### src/design/rc4_ram.sv
`timescale 1ns / 1ps
`default_nettype none
// ----------------------------------------------------------------------------
// rc4_ram
// generic simple dual-port ram, registered read (read-first on collision)
// ----------------------------------------------------------------------------
module rc4_ram #(
  parameter  int unsigned Width = 8,
  parameter  int unsigned Depth = 256,
  localparam int unsigned AddrW = (Depth > 1) ? $clog2(Depth) : 1
) (
  input  wire logic             clk_i,
  input  wire logic             wr_en_i,
  input  wire logic [AddrW-1:0] wr_addr_i,
  input  wire logic [Width-1:0] wr_data_i,
  input  wire logic             rd_en_i,
  input  wire logic [AddrW-1:0] rd_addr_i,
  output logic      [Width-1:0] rd_data_o
);

  logic [Width-1:0] mem_q [Depth];

  always_ff @(posedge clk_i) begin
    if (wr_en_i) begin
      mem_q[wr_addr_i] <= wr_data_i;
    end
    if (rd_en_i) begin
      rd_data_o <= mem_q[rd_addr_i];
    end
  end

endmodule : rc4_ram
`default_nettype wire

### config.mk
export PLATFORM = sky130hd
export DESIGN_NAME = rc4_ram
export DESIGN_NICKNAME = d
export VERILOG_FILES = /design/src/design/rc4_ram.sv
export SDC_FILE = /design/constraint.sdc
export NUM_CORES = 2
export LEC_CHECK = 0
export ABC_CLOCK_PERIOD_IN_PS = 3300
export BUFFER_PORTS_ARGS = -buffer_cell sky130_fd_sc_hd__buf_2
export CAP_MARGIN = 20
export CORE_MARGIN = 5
export CORE_UTILIZATION = 49
export DETAILED_ROUTE_END_ITERATION = 8
export PLACE_DENSITY = 0.76
export SLEW_MARGIN = 15
export SYNTH_ARGS = -nofsm -noshare
export SYNTH_HDL_FRONTEND = slang
export SYNTH_SLANG_ARGS = --single-unit
export TNS_END_PERCENT = 50
### constraint.sdc
create_clock -name clk_i -period 3.3 [get_ports clk_i]
set_input_delay 0.66 -clock clk_i [delete_from_list [all_inputs] [get_ports clk_i]]
set_output_delay 0.66 -clock clk_i [all_outputs]
set_load 0.05 [all_outputs]
==> metrics.csv <==
metric;value;unit
largest net degree at the start of global routing;107;
initial antenna violation count;10;
crit path launch type;primary input;
Die Ht;413;um
synthesized flop and latch total;2056;
GRT Overall Usage;23.5;%
Post-synth EDFFs;2056;
Pre-antenna DRT Iters;6;
Finished Cell Area;92300;um2
final hold vios;0;
Pleak;29.4;nW
post-CTS sizing;0;
final worst slack;124;ps
Setup CP Type;primary input to flip-flop;
I/O pins;35;
Worst Setup SP;rd_addr_i[3];
fin crit period;3180;ps
r2r setup slk;330;ps
H-tree depth;4;
Hold Crit Start;rd_en_i;
layout cells sized above 1;29.6;%
post-place instance area;86000;um2
crit share post-route;96.2;%
Via density;6.26;
worst min path class;primary input to flip-flop;
setup TNS;0;ps
outcome;completed;
antenna-violating nets left;0;
CTS tree;done;
syn_area_per_cell;21.3;um2
routed length per placed instance;30.2;um
vias in the first global route;41800;
Die ar.;171000;um2
Worst Clk Skew;72.9;ps
Reg-to-Reg Start;mem_q[67][0];
Worst EP required;3920;ps
row count;148;
worst skew pair latency;860;ps
grt ovf;0;
Via Count;41400;
Max-cap violations;0;
Seq/Total Area, Yosys;77.5;%
Layout Nets;4291;
cts hold-fix bufs;0;
CTS Root Cell;clkbuf_16;
port bufs;34;
syn_nets;3760;
Finished Core Util;56.9;%
number of CTS-inserted buffers;194;
drc violations;0;
Slew @ Worst Pin;1070;ps
clk buf depth;3;
die width;413;um
Hold WS;292;ps
Critical Path AT;3790;ps
max_slew headroom;28.0;%
first-pass GRT wire length;291000;um
multi-input combinational cell area;16500;um2
Top Family by Delay on Critical Path;simple AND/OR/NAND/NOR gates;
fill count;11400;
Setup Buffers After CTS;0;
Worst Path Max Fanout;18;
crit end category;flip-flop;
CP bufs+invs;2;
Final Slew Violations;0;
Power Dens Cells;580;nW/um2
Layout Cells excl Fill;6608;
RSZ-0062 raised after global routing;false;
Mapped Area;79600;um2
Synth cell types;54;
Worst-path clk slew;60;ps
Cells after Synth;3733;
Crit path top cell by count;nor4_1;
f_max;0.315;GHz
Cell Chain, Critical Path;buf_2 -> nor2b_1 -> a221oi_1 -> o211ai_1 -> nand3_1 -> nor4_1 -> buf_4 -> nor4_1;
routed wire length;199000;um
Post-synth ARST share;0;%
register area;61700;um2
Core Area;162000;um2
pre-CTS setup slack;-569;ps
crit-path max cell delay;830;ps
hpwl dp;124000;um
Ys Warns;0;
dpl cells;6243;
Post-synth top flop;edfxtp_1;
Starting Density;49.1;%
Final GP Congestion;0.892;
Final Total Pwr;53.5;mW
final setup vio count;0;
drt initial violations;5848;
Crit-path slowest cell;nor4_1;
Area Overhead vs Synth;15.9;%
VDD IR max;0.000532;V
CTS Sinks;2056;
-- registers in the layout, summed over array words and instances (netlist names) --
signal / cells
mem_q: 2048
rd_data_o: 8
-- final timing paths --
path	end	cells past startpoint
hold reg to reg	rd_data_o[3]	7
hold / removal	rd_data_o[4]	1
setup / recovery	rd_data_o[1]	8
setup reg to reg	rd_data_o[0]	6
-- report_power, final --
group	leakage [nW]	switching [mW]	internal [mW]
Combinational	7.94	1.78	1.08
Sequential	18.5	0.0498	28.8
Clock	3.01	9.74	12.1
Total	29.4	11.6	42.0
-- routing by layer --
metal | up-vias | track usage (%) | routed length, um
met1 | 21400 | 32.3 | 71400
met5 | - | 0 | 34
met2 | 2738 | 36.1 | 93800
met4 | 6 | 9.59 | 9060
li1 | 16800 | - | -
met3 | 506 | 6.30 | 25000
-- cells by family after synthesis --
family	count (synthesis)	share of synthesized area (%)
buffers and inverters	235	1.83
muxes	591	14.6
and+or+nand+nor	466	2.63
DFF	2056	77.5
AOI/OAI and AO/OA	385	3.42
-- worst register-to-register path, cell delays in order, from the launching register on --
cell	delay, ps
edfxtp_1	370
mux4_2	520
mux4_2	480
nor2b_1	250
nor4_1	770
buf_4	240
nor4_2	40
-- placed cells by master, fill, tap and decap left out, types with 3 or more instances in the layout --
| cell | n |
|---|---|
| o221ai_1 | 46 |
| a22o_1 | 8 |
| clkbuf_16 | 194 |
| clkbuf_8 | 8 |
| mux4_2 | 454 |
| nand3_1 | 34 |
| a221oi_1 | 13 |
| or2_2 | 4 |
| clkinv_2 | 32 |
| edfxtp_1 | 2056 |
| clkinv_1 | 54 |
| a211oi_1 | 16 |
| buf_12 | 60 |
| bufinv_16 | 15 |
| clkbuf_1 | 40 |
| buf_4 | 475 |
| o22ai_1 | 28 |
| and2_1 | 6 |
| a22oi_1 | 133 |
| a21oi_1 | 96 |
| o32ai_1 | 4 |
| diode_2 | 4 |
| clkinv_16 | 10 |
| nor3_1 | 22 |
| buf_2 | 23 |
| nor4_2 | 4 |
| nor2_1 | 279 |
| nand2b_1 | 8 |
| clkinv_8 | 4 |
| o21ai_0 | 10 |
| o22a_1 | 5 |
| o211ai_1 | 10 |
| nand4_1 | 10 |
| mux2i_1 | 134 |
| clkinvlp_4 | 11 |
| nor4_1 | 23 |
| nor2b_1 | 28 |
| nor2_4 | 3 |
| nand2_1 | 33 |
-- area by class of cell --
type,count,area share [%]
clock inverter,127,1.38
multi-input combinational,1442,17.9
inverter,2,0.00814
timing repair buffer,568,5.44
sequential,2056,66.9
antenna,4,0.0108
tap,2175,2.95
clock buffer,234,5.42
-- cells in the mapped netlist, drive strengths merged, types with 8 or more instances --
cell type	number	area share [%]
nor3	22	0.14
nand4	10	0.079
mux2i	134	1.7
a21oi	96	0.60
mux4	456	13
o221ai	47	0.52
clkbuf	111	0.52
nor2b	31	0.24
o22ai	28	0.22
nand3	34	0.21
a211oi	16	0.15
edfxtp	2056	78
o211ai	10	0.094
nor2	282	1.3
buf	122	1.3
nor4	27	0.24
a221oi	14	0.16
nand2b	8	0.063
a22oi	133	1.3
a22o	8	0.088
o21ai	12	0.075
nand2	33	0.16
Note: power is estimated with default switching activity, not from simulation.
