<file path="src/design/rc4_pkg.sv">
`timescale 1ns / 1ps
`default_nettype none
// ----------------------------------------------------------------------------
// rc4_pkg
// shared types and constants for the rc4 stream cipher
// ----------------------------------------------------------------------------
package rc4_pkg;

  localparam int unsigned ByteW     = 8;
  localparam int unsigned TableSize = 256;
  localparam int unsigned IdxW      = $clog2(TableSize);

  // one access bundle for the permutation table
  typedef struct packed {
    logic            clear;    // back to identity
    logic            rd_en;
    logic [IdxW-1:0] rd_addr;
    logic            wr_en;
    logic [IdxW-1:0] wr_addr;
    logic [ByteW-1:0] wr_data;
  } perm_req_t;

  // result handed to the output register
  typedef struct packed {
    logic             valid;
    logic [ByteW-1:0] data;
  } res_t;

endpackage : rc4_pkg
`default_nettype wire

</file>
<file path="src/design/rc4_ram.sv">
`timescale 1ns / 1ps
`default_nettype none
// ----------------------------------------------------------------------------
// rc4_ram
// generic simple dual-port ram, registered read (read-first on collision)
// ----------------------------------------------------------------------------
module rc4_ram #(
  parameter  int unsigned Width = 8,
  parameter  int unsigned Depth = 256,
  localparam int unsigned AddrW = (Depth > 1) ? $clog2(Depth) : 1
) (
  input  wire logic             clk_i,
  input  wire logic             wr_en_i,
  input  wire logic [AddrW-1:0] wr_addr_i,
  input  wire logic [Width-1:0] wr_data_i,
  input  wire logic             rd_en_i,
  input  wire logic [AddrW-1:0] rd_addr_i,
  output logic      [Width-1:0] rd_data_o
);

  logic [Width-1:0] mem_q [Depth];

  always_ff @(posedge clk_i) begin
    if (wr_en_i) begin
      mem_q[wr_addr_i] <= wr_data_i;
    end
    if (rd_en_i) begin
      rd_data_o <= mem_q[rd_addr_i];
    end
  end

endmodule : rc4_ram
`default_nettype wire

</file>
<file path="src/design/rc4_perm.sv">
`timescale 1ns / 1ps
`default_nettype none
// ----------------------------------------------------------------------------
// rc4_perm
// permutation table: ram plus per-entry valid bits, unwritten entries read as
// their own index so reset and clear give the identity at once
// ----------------------------------------------------------------------------
module rc4_perm
  import rc4_pkg::*;
(
  input  wire logic             clk_i,
  input  wire logic             rst_ni,
  input  wire perm_req_t        req_i,
  output logic      [ByteW-1:0] rd_data_o
);

  logic [TableSize-1:0] valid_q;
  logic                 rd_valid_q;
  logic [IdxW-1:0]      rd_addr_q;
  logic [ByteW-1:0]     ram_rdata;

  rc4_ram #(
    .Width (ByteW),
    .Depth (TableSize)
  ) u_ram (
    .clk_i     (clk_i),
    .wr_en_i   (req_i.wr_en),
    .wr_addr_i (req_i.wr_addr),
    .wr_data_i (req_i.wr_data),
    .rd_en_i   (req_i.rd_en),
    .rd_addr_i (req_i.rd_addr),
    .rd_data_o (ram_rdata)
  );

  always_ff @(posedge clk_i or negedge rst_ni) begin
    if (!rst_ni) begin
      valid_q    <= '0;
      rd_valid_q <= 1'b0;
      rd_addr_q  <= '0;
    end else begin
      if (req_i.clear) begin
        valid_q <= '0;
      end else if (req_i.wr_en) begin
        valid_q[req_i.wr_addr] <= 1'b1;
      end
      if (req_i.rd_en) begin
        rd_valid_q <= valid_q[req_i.rd_addr];
        rd_addr_q  <= req_i.rd_addr;
      end
    end
  end

  assign rd_data_o = rd_valid_q ? ram_rdata : ByteW'(rd_addr_q);

endmodule : rc4_perm
`default_nettype wire

</file>
<file path="config.mk">
export PLATFORM = sky130hd
export DESIGN_NAME = rc4_perm
export DESIGN_NICKNAME = d
export VERILOG_FILES = /design/src/design/rc4_pkg.sv /design/src/design/rc4_ram.sv /design/src/design/rc4_perm.sv
export SDC_FILE = /design/constraint.sdc
export NUM_CORES = 2
export LEC_CHECK = 0
export ABC_AREA = 1
export BUFFER_PORTS_ARGS = -buffer_cell sky130_fd_sc_hd__buf_4
export CAP_MARGIN = 20
export CORE_UTILIZATION = 40
export DETAILED_ROUTE_END_ITERATION = 8
export HOLD_SLACK_MARGIN = 0.05
export MAX_ROUTING_LAYER = met4
export SYNTH_ARGS = -nofsm -noshare
export SYNTH_HDL_FRONTEND = slang
export SYNTH_SLANG_ARGS = --single-unit
</file>
<file path="constraint.sdc">
create_clock -name clk_i -period 1.3 [get_ports clk_i]
set_input_delay 0.39 -clock clk_i [delete_from_list [all_inputs] [get_ports clk_i]]
set_output_delay 0.39 -clock clk_i [all_outputs]
set_load 0.05 [all_outputs]
</file>
==> impl_summary.txt <==
----------------------------------------------------
[Clocking]
  CTS tree ... done
  Clock Tree Root ... sky130_fd_sc_hd__clkbuf_16
  Level count of the clock H-tree ... 4
  Total clock sinks ... 2321
  Clock tree buffer depth ... 3
  Clock latency of the later-clocked register in the worst-skew pair ... 0.89 ns
  Number of clock buffers inserted by TritonCTS ... roughly 230
  Clk pin slew, worst setup/hold paths ... 0.06 ns

[Pwr]
  Portion of total power attributed to sequential cells ... 0.495
  Power density relative to cell area ... 1365 nW/um2
  Worst-case vdd ir drop ... 1389 uV
  Net switching share of the total power ... 0.2362
  Proportion of power drawn by the clock network ... 0.420
  Final Power ... roughly 160 mW
  Sw power ... 38.85 mW
  Combinational share of power ... 0.085
  Leakage power figure ... between 40 and 50 nW
  Internal power component ... 125.7 mW

[Critical path]
  Worst R2R Setup Slack ... -0.39 ns
  Worst setup path class ... reg2out
  Reg-to-reg critical path startpoint ... u_ram.mem_q[219][3]$_DFFE_PP_
  Cell with the largest stage delay on the worst path ... sky130_fd_sc_hd__dfrtp_2
  Data required time at the worst endpoint ... 0.91 ns
  CP Cell Sequence ... buf_6 -> o21ai_2 -> buf_6 -> buf_8
  Maximum fanout count along the critical path ... 6
  Kind of capture point of the worst setup path ... output port
  Startpoint class of the critical path ... register
  Slowest stage delay, CP ... 0.48 ns
  Worst Reg-to-Reg Cells ... 10
  Most frequent CP cell ... sky130_fd_sc_hd__buf_6
  Critical Path AT ... between 1.5 and 2 ns
  Worst r2r dst ... u_ram.rd_data_o[3]$_DFFE_PP_

[Drt]
  Initial DRT Pass Iterations ... 7
  Detail-routed net length per standard cell ... 23.66 um
  Total via count after detailed routing ... 67800
  Iteration-0 DRC Markers ... roughly 7600
  Post-detailed-route DRC marker count ... 0
  Post-detailed-route via-to-cell ratio ... 5.457
  Post-DRT Antenna Nets ... 0
  Drt total wl ... around 300000 um

[Yosys]
  Post-synth cell types ... 19
  Avg Cell Area, Syn ... 11.25 um2
  Largest cells by area after synthesis ... sky130_fd_sc_hd__edfxtp_1, sky130_fd_sc_hd__nand3_1, sky130_fd_sc_hd__nand2_1
  Cell Area, Synth ... 94840 um2
  Simple-Gate Fraction of Synth Area ... 0.2447
  Mux share of post-synthesis cell area ... 0
  Count of flip-flops with a built-in enable after synthesis ... 2056
  Xor and xnor fraction of the mapped netlist area ... 0
  Top cell type's share of synthesized area ... 0.6510
  Post-synth top area cell ... sky130_fd_sc_hd__edfxtp_1
  Arithmetic-cell share of the synthesized area counting full adders, half adders and majority gates ... 0
  Largest family of logic cells by synthesized area ... simple AND/OR/NAND/NOR gates
  Fraction of registers with async set or reset after synthesis ... 0.1142
  Synth Area in Compound Gates ... 0.002216
  Number of register bits inferred by synthesis ... 2321
  Seq/Total Area, Yosys ... 0.7209
  Cell count after synthesis ... 8432
  Syn. warnings ... 0
  Nets in the synthesized netlist ... 8461
  Most used flip-flop cell after synthesis ... sky130_fd_sc_hd__edfxtp_1

[Place]
  Placement Cell Area ... approximately 110000 um2
  HPWL after detailed placement ... between 150000 and 200000 um
  Post-placement worst setup slack ... -1.676 ns
  Number of buffers added on ports ... 36
  DP Cell Count ... around 12000
  Gp weighted congestion ... ~0.94

[Timing]
  Period Utilization, post-route ... 1.822
  Number of failing setup endpoints in the final timing report ... 17
  Worst Tran Pin Value ... 0.6389 ns
  Slew Viols, Final ... 0
  Post-route setup TNS ... -11.44 ns
  Final hold violation count ... 0
  Unrepaired setup endpoints after global routing ... true
  Relative slew slack ... 0.5741
  Final Worst Setup Slack ... -1.069 ns
  FMAX ... 422.2 MHz
  Worst hold margin ... 0.1410 ns
  Final Critical Period ... 2.369 ns
  Worst Clk Skew ... roughly 0.056 ns

[Worst hold path]
  Class of the tightest hold or removal check ... in2reg
  End of the worst hold path ... rd_addr_q[5]$_DFFE_PN0P_
  Worst Hold Path Cells ... 4
  Beginning of the worst hold path ... req_i[22]

[Finish]
  Final Instance Area ... ~120000 um2
  Number of nets in the final layout ... 9089
  Number of standard cells in the final layout excluding fillers ... 12420
  Ratio of cells with drive above 1 in the final layout ... 0.2241
  Commonest cells after routing, fill and taps aside ... sky130_fd_sc_hd__nand2_1, sky130_fd_sc_hd__edfxtp_1, sky130_fd_sc_hd__nand3_1
  Layout overhead on the synthesized area ... 27.12%
  Most common cell after layout, fill and taps aside ... sky130_fd_sc_hd__nand2_1
  Final Core Density ... 0.5121

[GRT]
  Via count of the first global-routing pass ... approximately 65000
  Global Route Usage Sum ... 0.2505
  Overflow left after global routing ... 0
  Global-route wire length before repair ... ~430000 um
  Maximum number of pins on one net before global-route repair ... 65
  Initial antenna violation count ... 13

[Floorplan]
  Die Footprint ... 239000 um2
  Die boundary width ... 488.9 um
  Overall die height ... 488.9 um
  Initial Util ... 0.4029
  Core ar. ... 235400 um2
  Ports placed on the boundary ... 37
  FP Rows ... approximately 180

[Status]
  Violated checks ... setup timing
  Status ... complete, but fails checks

[Flow run]
  Number of max-capacitance violations reported ... 0

----------------------------------------------------
-- synthesized netlist by cell type (5+ instances only) --
cell / count
sky130_fd_sc_hd__and2_1: 8
sky130_fd_sc_hd__a21oi_1: 8
sky130_fd_sc_hd__inv_1: 83
sky130_fd_sc_hd__buf_1: 59
sky130_fd_sc_hd__dfrtp_1: 265
sky130_fd_sc_hd__buf_4: 42
sky130_fd_sc_hd__o21ba_2: 5
sky130_fd_sc_hd__o21ai_0: 24
sky130_fd_sc_hd__nor2_1: 814
sky130_fd_sc_hd__nand3_1: 2277
sky130_fd_sc_hd__buf_2: 310
sky130_fd_sc_hd__buf_6: 5
sky130_fd_sc_hd__nand2_1: 2316
sky130_fd_sc_hd__edfxtp_1: 2056
sky130_fd_sc_hd__clkbuf_1: 149
-- critical path, delay by kind of cell (launching register included) --
kind                   cells  cell delay, ns
AOI/OAI and AO/OA          1            0.13
buffers and inverters      3            0.48
DFF                        1            0.48
-- cells by family after synthesis --
logic type | Yosys count
compound gates | 37
flops | 2321
buf+inv | 656
simple gates | 5418
-- worst max-delay path by stage --
| stage | startpoint | end | cells past startpoint |
|---|---|---|---|
| global placement | req_i[18] | u_ram.rd_data_o[7]$_DFFE_PP_ | 12 |
| floorplan | rd_valid_q$_DFFE_PN0P_ | rd_data_o[0] | 1 |
| finish | rd_valid_q$_DFFE_PN0P_ | rd_data_o[0] | 4 |
| global route | rd_valid_q$_DFFE_PN0P_ | rd_data_o[1] | 4 |
| CTS | rd_valid_q$_DFFE_PN0P_ | rd_data_o[0] | 4 |
| detailed placement | req_i[18] | u_ram.rd_data_o[6]$_DFFE_PP_ | 12 |
-- area by class of cell --
| cell class | count | area [um2] |
|---|---|---|
| repair buffers | 958 | 11270 |
| repair inverters | 1 | 8.758 |
| well taps | 3150 | 3941 |
| multi-input cells | 5455 | 28600 |
| clock buffers | 309 | 6369 |
| flip-flops and latches | 2321 | 68370 |
| clock inverters | 133 | 1533 |
| diodes | 5 | 12.51 |
| fillers | 19990 | 114800 |
| inverters | 91 | 456.7 |
-- power by group through the flow --
stage               combinational [mW]  clock, mW  sequential [mW]
floorplan                         5.54          0             83.0
global placement                  11.9          0             83.0
finish                            14.0       69.1             81.4
global route                      14.8       72.6             81.4
detailed placement                12.0          0             83.0
CTS                               13.4       69.8             81.4
-- state kept, by name (all words and copies together), names as in the netlist --
name	cells
u_ram.mem_q	2048
valid_q	256
rd_addr_q	8
rd_valid_q	1
u_ram.rd_data_o	8
-- metal layers --
metal  wire (um)  vias to the layer above  track usage
li1            -                    30720            -
met1      120600                    33640       0.3341
met2      138700                     2893       0.3878
met3       23800                      548      0.03906
met4       10840                        0      0.09085
met5           0                        -            -
-- repair_timing --
action	4_1_cts	5_1_grt
resized for setup	552	305
setup endpoints to repair	17	24
cloned	7	1
hold endpoints to repair	598	0
hold buffers	13	0
pin swaps	161	203
buffers inserted	13	9
Power figures use the tool's default switching activity.
