### src/design/rc4_pkg.sv
`timescale 1ns / 1ps
`default_nettype none
// ----------------------------------------------------------------------------
// rc4_pkg
// shared types and constants for the rc4 stream cipher
// ----------------------------------------------------------------------------
package rc4_pkg;

  localparam int unsigned ByteW     = 8;
  localparam int unsigned TableSize = 256;
  localparam int unsigned IdxW      = $clog2(TableSize);

  // one access bundle for the permutation table
  typedef struct packed {
    logic            clear;    // back to identity
    logic            rd_en;
    logic [IdxW-1:0] rd_addr;
    logic            wr_en;
    logic [IdxW-1:0] wr_addr;
    logic [ByteW-1:0] wr_data;
  } perm_req_t;

  // result handed to the output register
  typedef struct packed {
    logic             valid;
    logic [ByteW-1:0] data;
  } res_t;

endpackage : rc4_pkg
`default_nettype wire

### src/design/rc4_ctrl.sv
`timescale 1ns / 1ps
`default_nettype none
// ----------------------------------------------------------------------------
// rc4_ctrl
// sequencer: key collection, key schedule and keystream generation
// ----------------------------------------------------------------------------
module rc4_ctrl
  import rc4_pkg::*;
#(
  parameter  int unsigned MaxKeyBytes = 256,
  localparam int unsigned KeyAw       = (MaxKeyBytes > 1) ? $clog2(MaxKeyBytes) : 1,
  localparam int unsigned CntW        = $clog2(MaxKeyBytes + 1)
) (
  input  wire logic             clk_i,
  input  wire logic             rst_ni,
  input  wire logic             in_valid_i,
  output logic                  in_ready_o,
  input  wire logic             action_i,
  input  wire logic [ByteW-1:0] byte_i,
  input  wire logic             last_i,
  input  wire logic             out_free_i,
  output res_t                  res_o,
  output perm_req_t             perm_req_o,
  input  wire logic [ByteW-1:0] perm_rdata_i,
  output logic                  key_wr_en_o,
  output logic      [KeyAw-1:0] key_wr_addr_o,
  output logic      [ByteW-1:0] key_wr_data_o,
  output logic                  key_rd_en_o,
  output logic      [KeyAw-1:0] key_rd_addr_o,
  input  wire logic [ByteW-1:0] key_rdata_i
);

  typedef enum logic [2:0] {
    ST_IDLE,
    ST_DJ,
    ST_DSWI,
    ST_DSWJ,
    ST_K0,
    ST_K1,
    ST_K2,
    ST_K3
  } state_e;

  state_e           state_q, state_d;
  logic [IdxW-1:0]  gi_q, gi_d, gj_q, gj_d;
  logic [ByteW-1:0] si_q, si_d, sj_q, sj_d;
  logic [IdxW-1:0]  k_q, k_d;
  logic [ByteW-1:0] byte_q, byte_d;
  logic [CntW-1:0]  cnt_q, cnt_d;
  logic [IdxW-1:0]  n_q, n_d;
  logic [ByteW-1:0] acc_q, acc_d;
  logic [KeyAw-1:0] kidx_q, kidx_d;

  logic accept;
  logic start;
  logic [ByteW-1:0] ks_byte;

  assign in_ready_o = (state_q == ST_IDLE);
  assign accept     = in_valid_i && in_ready_o;
  assign start      = accept && !action_i && last_i;

  // keystream byte with forwarding of the two swap writes
  always_comb begin
    if (k_q == gj_q) begin
      ks_byte = si_q;
    end else if (k_q == gi_q) begin
      ks_byte = sj_q;
    end else begin
      ks_byte = perm_rdata_i;
    end
  end

  always_comb begin
    state_d = state_q;
    gi_d    = gi_q;
    gj_d    = gj_q;
    si_d    = si_q;
    sj_d    = sj_q;
    k_d     = k_q;
    byte_d  = byte_q;
    cnt_d   = cnt_q;
    n_d     = n_q;
    acc_d   = acc_q;
    kidx_d  = kidx_q;

    perm_req_o    = '0;
    res_o         = '0;
    key_wr_en_o   = 1'b0;
    key_wr_addr_o = cnt_q[KeyAw-1:0];
    key_wr_data_o = byte_i;
    key_rd_en_o   = 1'b0;
    key_rd_addr_o = kidx_q;

    case (state_q)
      ST_IDLE: begin
        if (accept) begin
          if (action_i) begin
            gi_d               = gi_q + IdxW'(1);
            byte_d             = byte_i;
            perm_req_o.rd_en   = 1'b1;
            perm_req_o.rd_addr = gi_d;
            state_d            = ST_DJ;
          end else begin
            if (cnt_q < CntW'(MaxKeyBytes)) begin
              key_wr_en_o = 1'b1;
              cnt_d       = cnt_q + CntW'(1);
            end
            if (last_i) begin
              perm_req_o.clear = 1'b1;
              n_d              = '0;
              acc_d            = '0;
              kidx_d           = '0;
              state_d          = ST_K0;
            end
          end
        end
      end
      ST_DJ: begin
        si_d               = perm_rdata_i;
        gj_d               = gj_q + IdxW'(perm_rdata_i);
        perm_req_o.rd_en   = 1'b1;
        perm_req_o.rd_addr = gj_d;
        state_d            = ST_DSWI;
      end
      ST_DSWI: begin
        sj_d               = perm_rdata_i;
        k_d                = IdxW'(si_q + perm_rdata_i);
        perm_req_o.wr_en   = 1'b1;
        perm_req_o.wr_addr = gi_q;
        perm_req_o.wr_data = perm_rdata_i;
        perm_req_o.rd_en   = 1'b1;
        perm_req_o.rd_addr = k_d;
        state_d            = ST_DSWJ;
      end
      ST_DSWJ: begin
        // rewrite is harmless while the output register is full
        perm_req_o.wr_en   = 1'b1;
        perm_req_o.wr_addr = gj_q;
        perm_req_o.wr_data = si_q;
        if (out_free_i) begin
          res_o.valid = 1'b1;
          res_o.data  = byte_q ^ ks_byte;
          state_d     = ST_IDLE;
        end
      end
      ST_K0: begin
        perm_req_o.rd_en   = 1'b1;
        perm_req_o.rd_addr = n_q;
        key_rd_en_o        = 1'b1;
        state_d            = ST_K1;
      end
      ST_K1: begin
        si_d               = perm_rdata_i;
        acc_d              = ByteW'(acc_q + perm_rdata_i + key_rdata_i);
        perm_req_o.rd_en   = 1'b1;
        perm_req_o.rd_addr = IdxW'(acc_d);
        state_d            = ST_K2;
      end
      ST_K2: begin
        perm_req_o.wr_en   = 1'b1;
        perm_req_o.wr_addr = n_q;
        perm_req_o.wr_data = perm_rdata_i;
        state_d            = ST_K3;
      end
      ST_K3: begin
        perm_req_o.wr_en   = 1'b1;
        perm_req_o.wr_addr = IdxW'(acc_q);
        perm_req_o.wr_data = si_q;
        n_d                = n_q + IdxW'(1);
        // key repeats cyclically over the bytes that were kept
        if ((CntW'(kidx_q) + CntW'(1)) >= cnt_q) begin
          kidx_d = '0;
        end else begin
          kidx_d = kidx_q + KeyAw'(1);
        end
        if (n_q == IdxW'(TableSize - 1)) begin
          gi_d    = '0;
          gj_d    = '0;
          cnt_d   = '0;
          state_d = ST_IDLE;
        end else begin
          state_d = ST_K0;
        end
      end
      default: begin
        state_d = ST_IDLE;
      end
    endcase
  end

  always_ff @(posedge clk_i or negedge rst_ni) begin
    if (!rst_ni) begin
      state_q <= ST_IDLE;
      gi_q    <= '0;
      gj_q    <= '0;
      si_q    <= '0;
      sj_q    <= '0;
      k_q     <= '0;
      byte_q  <= '0;
      cnt_q   <= '0;
      n_q     <= '0;
      acc_q   <= '0;
      kidx_q  <= '0;
    end else begin
      state_q <= state_d;
      gi_q    <= gi_d;
      gj_q    <= gj_d;
      si_q    <= si_d;
      sj_q    <= sj_d;
      k_q     <= k_d;
      byte_q  <= byte_d;
      cnt_q   <= cnt_d;
      n_q     <= n_d;
      acc_q   <= acc_d;
      kidx_q  <= kidx_d;
    end
  end

  // clearing and writing the table never coincide
  a_clear_no_write: assert property (@(posedge clk_i) disable iff (!rst_ni)
    !(perm_req_o.clear && perm_req_o.wr_en))
    else $error("table clear overlaps a write");

  // after it is taken, a data request passes ST_DJ and ST_DSWI and reaches the result step
  a_data_timing: assert property (@(posedge clk_i) disable iff (!rst_ni)
    (accept && action_i) |=> ##2 (state_q == ST_DSWJ))
    else $error("data request lost its sequence");

  // key byte count stays within the key store
  a_cnt_bound: assert property (@(posedge clk_i) disable iff (!rst_ni)
    cnt_q <= CntW'(MaxKeyBytes))
    else $error("key count beyond key store");

  // schedule always starts from round zero with a cleared accumulator
  a_sched_start: assert property (@(posedge clk_i) disable iff (!rst_ni)
    start |=> (n_q == '0 && acc_q == '0 && kidx_q == '0))
    else $error("schedule started from a stale round");

  // the key index never passes the collected key length
  a_kidx_bound: assert property (@(posedge clk_i) disable iff (!rst_ni)
    (state_q == ST_K0) |-> (CntW'(kidx_q) < cnt_q))
    else $error("key index beyond key length");

endmodule : rc4_ctrl
`default_nettype wire

### config.mk
export PLATFORM = sky130hd
export DESIGN_NAME = rc4_ctrl
export DESIGN_NICKNAME = d
export VERILOG_FILES = /design/src/design/rc4_pkg.sv /design/src/design/rc4_ctrl.sv
export SDC_FILE = /design/constraint.sdc
export NUM_CORES = 1
export LEC_CHECK = 0
export BUFFER_PORTS_ARGS = -buffer_cell sky130_fd_sc_hd__buf_4
export CORE_MARGIN = 2
export CORE_UTILIZATION = 49
export CTS_CLUSTER_DIAMETER = 40
export DETAILED_ROUTE_END_ITERATION = 12
export PLACE_DENSITY = 0.7
export SLEW_MARGIN = 20
export SYNTH_ARGS = -nofsm -noshare
export SYNTH_HDL_FRONTEND = slang
export SYNTH_SLANG_ARGS = --single-unit
### constraint.sdc
create_clock -name clk_i -period 3 [get_ports clk_i]
set_input_delay 0.15 -clock clk_i [delete_from_list [all_inputs] [get_ports clk_i]]
set_output_delay 0.15 -clock clk_i [all_outputs]
set_load 0.005 [all_outputs]
==> flow_summary.json <==
{
  "status": "complete, but fails checks",
  "failed_checks": "negative setup slack",
  "yosys_warnings": 0,
  "post-place-ws_ps": 105,
  "core.rowCount": 40,
  "gr-total-overflow": 0,
  "synth.top_cell.area_share_pct": 34.4,
  "holdCritPathClass": "in2reg",
  "first_global_vias": 5281,
  "cts_buffers": 9,
  "max_cap_violations": 0,
  "min_period_ps": 3080,
  "detail_route.iter0.violations": 339,
  "effective_utilization_at_floorplan_pct": 50.6,
  "maxSlewViolCount": 0,
  "combinational_family_with_the_most_area_after_synthesis": "simple AND/OR/NAND/NOR gates",
  "gr-usage-all-layers_pct": 27.1,
  "detail-route-antenna-nets": 0,
  "timing_hold_violations_final": 0,
  "design_power_total_mw": 5.57,
  "cts-htree-levels": 3,
  "die_w_um": 116,
  "netlist-cell-type-count": 59,
  "tritoncts_num_sinks": 84,
  "routed_wl_mm": 17.3,
  "port_buffers": 92,
  "final_min_period_over_clock_period_pct": 103,
  "place.gp.congestion": 1.02,
  "critPathLaunchType": "flop",
  "worst_pin_slew_ps": 882,
  "boundaryPins": 93,
  "synth_cells": 664,
  "die_y_um": 116,
  "clk_path_buf_depth": 2,
  "cts.reportedPaths.clkPinSlew_ps": 60,
  "synth-xor-area-share_pct": 6.74,
  "vias_post_dr": 5296,
  "finalClockSkew_ps": 7.22,
  "grt_antenna_before_repair": 0,
  "final_ws_setup_ps": -76.2,
  "detail_route.wl_per_cell_um": 18.6,
  "placeableCoreArea_mm2": 0.0121,
  "post_synth_instance_area_mm2": 0.00610,
  "synth-compound-area-share_pct": 15.6,
  "timing.critical_path.to_type": "output port",
  "stdcell_count": 930,
  "yosys.area.top_type": "dfrtp_1",
  "worst_path_max_delay_cell": "or4_1",
  "ys_seq_area_share_pct": 34.4,
  "rsz0062_at_grt": "true",
  "diodes": 0,
  "worst-r2r-cell-count": 11,
  "post_synth_mux_area_share_pct": 7.75,
  "worst_path_dominant_cell_family": "adder cells",
  "post_synth_and_or_nand_nor_area_fraction_pct": 20.1,
  "min_delay_path_depth": 3,
  "timing.max_slew.rel_slack_pct": 41.2,
  "areaGrowthSynthToFinish_pct": 21.5,
  "drtPass1Iterations": 4,
  "viasPerCell": 5.69,
  "syn_avg_cell_area_um2": 9.19,
  "cp_num_buf_inv": 3,
  "critical_path_class": "reg2out",
  "first_pass_grt_wire_length_mm": 27.6,
  "power.density_mw_per_mm2": 751,
  "placed_cells_incl_taps": 898,
  "crit_chain": "inv_2 > fa_1 > inv_1 > ha_2 > fa_2 > xnor2_2 > a2111oi_1 > or4_1 > buf_4",
  "final_layout_size_suffix_gt1_share_pct": 24.7,
  "layout.cells.most_common": "buf_4",
  "critical_path.max_stage_delay_ps": 570,
  "drt_drc_violations_left": 0,
  "grt_max_degree": 46,
  "adder_cell_fraction_of_synth_area_pct": 10.0,
  "crit_path_max_fanout": 3,
  "fraction_of_synthesis_flops_using_an_asynchronous_set_or_reset_pin_pct": 100,
  "fin_setup_tns_ps": -102,
  "tritoncts": "done",
  "achievable-frequency_mhz": 325,
  "worstPathRequired_ps": 2850,
  "syn-num-nets": 737,
  "nNetsFinal": 830,
  "layout.cells.most_common_list": "117 x buf_4, 109 x nand2_1, 83 x dfrtp_1",
  "hpwl_mm": 13.0,
  "power_leakage_nw": 3.54,
  "clock_tree.root_cell": "clkbuf_16",
  "clock_insertion_delay_worst_skew_ps": 350,
  "worstSetupPathDepth": 9,
  "filler_cell_count": 1053,
  "synth-edff-count": 0,
  "yosys_register_bits": 84,
  "ys.flop_type": "dfrtp_1",
  "design.die.area_mm2": 0.0134,
  "timing.final.setup_violations": 2,
  "synth_top_cells_by_area": "dfrtp_1 34%, ha_1 6.8%, nand2_1 6.7%",
  "arrival_ps": 2930,
  "ir_worst_vdd_mv": 0.482
}
[per-layer routing]
metal | vias to the layer above | wire (um) | GRT usage (%)
li1 | 2543 | - | -
met1 | 2533 | 7640 | 36.8
met2 | 177 | 7900 | 41.9
met3 | 43 | 1010 | 6.17
met4 | 0 | 714 | 11.4
met5 | - | 0 | 0
[final cells by class]
| type | count | area (um^2) | share of cell area [%] |
|---|---|---|---|
| inverters | 24 | 91.3 | 1.23 |
| repair buffers | 126 | 968 | 13.1 |
| multi-input cells | 512 | 3750 | 50.6 |
| flip-flops and latches | 84 | 2100 | 28.4 |
| well taps | 168 | 210 | 2.83 |
| clock buffers | 10 | 239 | 3.22 |
| clock inverters | 6 | 47.5 | 0.641 |
[sequential cells by signal (all words and copies together), names as in the netlist]
name           count
gi_q               8
sj_q               8
byte_q             8
key_rd_addr_o      8
cnt_q              9
acc_q              8
k_q                8
state_q            3
n_q                8
si_q               8
gj_q               8
[worst register-to-register path: cells and delay by family (launching register included)]
| family | cells | cell delay, ps |
|---|---|---|
| and+or+nand+nor | 5 | 920 |
| AOI/OAI and AO/OA | 4 | 840 |
| adders and majority gates | 2 | 500 |
| DFF | 1 | 450 |
[where the power goes]
part	switching [mW]	total (mW)	leakage (nW)	internal (mW)
clock	0.496	1.09	0.139	0.589
sequential	0.359	1.72	0.961	1.36
combinational	1.31	2.77	2.44	1.45
total	2.17	5.57	3.54	3.40
[stage by stage]
step           util, %  hold slack (ps)  area [um^2]
3_3_place_gp      57.3              205         6910
5_1_grt           61.5             76.3         7410
2_1_floorplan        -             -146         6100
3_5_place_dp      57.3              204         6910
6_report          61.5             80.1         7410
4_1_cts           60.6             68.4         7310
[final timing paths]
| check | startpoint | endpoint | slack (ps) |
|---|---|---|---|
| setup reg to reg | key_rd_addr_o[0]$_DFFE_PN0P_ | key_rd_addr_o[6]$_DFFE_PN0P_ | 230 |
| hold / removal | last_i | state_q[2]$_DFFE_PN0P_ | 80 |
| max in group asynchronous | rst_ni | si_q[0]$_DFFE_PN0P_ | 1900 |
| hold reg to reg | sj_q[0]$_DFFE_PN0P_ | sj_q[0]$_DFFE_PN0P_ | 480 |
| min in group asynchronous | rst_ni | n_q[6]$_DFFE_PN0P_ | 340 |
| setup / recovery | acc_q[1]$_DFFE_PN0P_ | perm_req_o[20] | -80 |
[what timing repair did]
action                                  in CTS  in global routing
gates resized for setup                      5                 17
pin swaps                                    1                 14
endpoints found under the setup margin       4                 10
hold buffers                                 9                  0
setup buffers                                1                  6
hold endpoints to repair                    51                  0
[cells in the mapped netlist, drive strengths merged (12+ instances only)]
master and number:
a21oi 28, a21o 14, nor2 28, xor2 12, clkbuf 20, o21ai 37
buf 24, nand2 109, xnor2 35, and2 15, nand3 12, dfrtp 84
ha 33, mux2 18, nor2b 17, inv 23
[cell families (layout without fill, tap and decap cells)]
kind of cell / after synthesis / after routing
compound gates: 142 / 142
xor+xnor: 47 / 47
fa+ha+maj: 43 / 43
buf+inv: 68 / 166
flops: 84 / 84
mux: 35 / 35
simple gates: 245 / 245
Note: power is estimated with default switching activity, not from simulation.
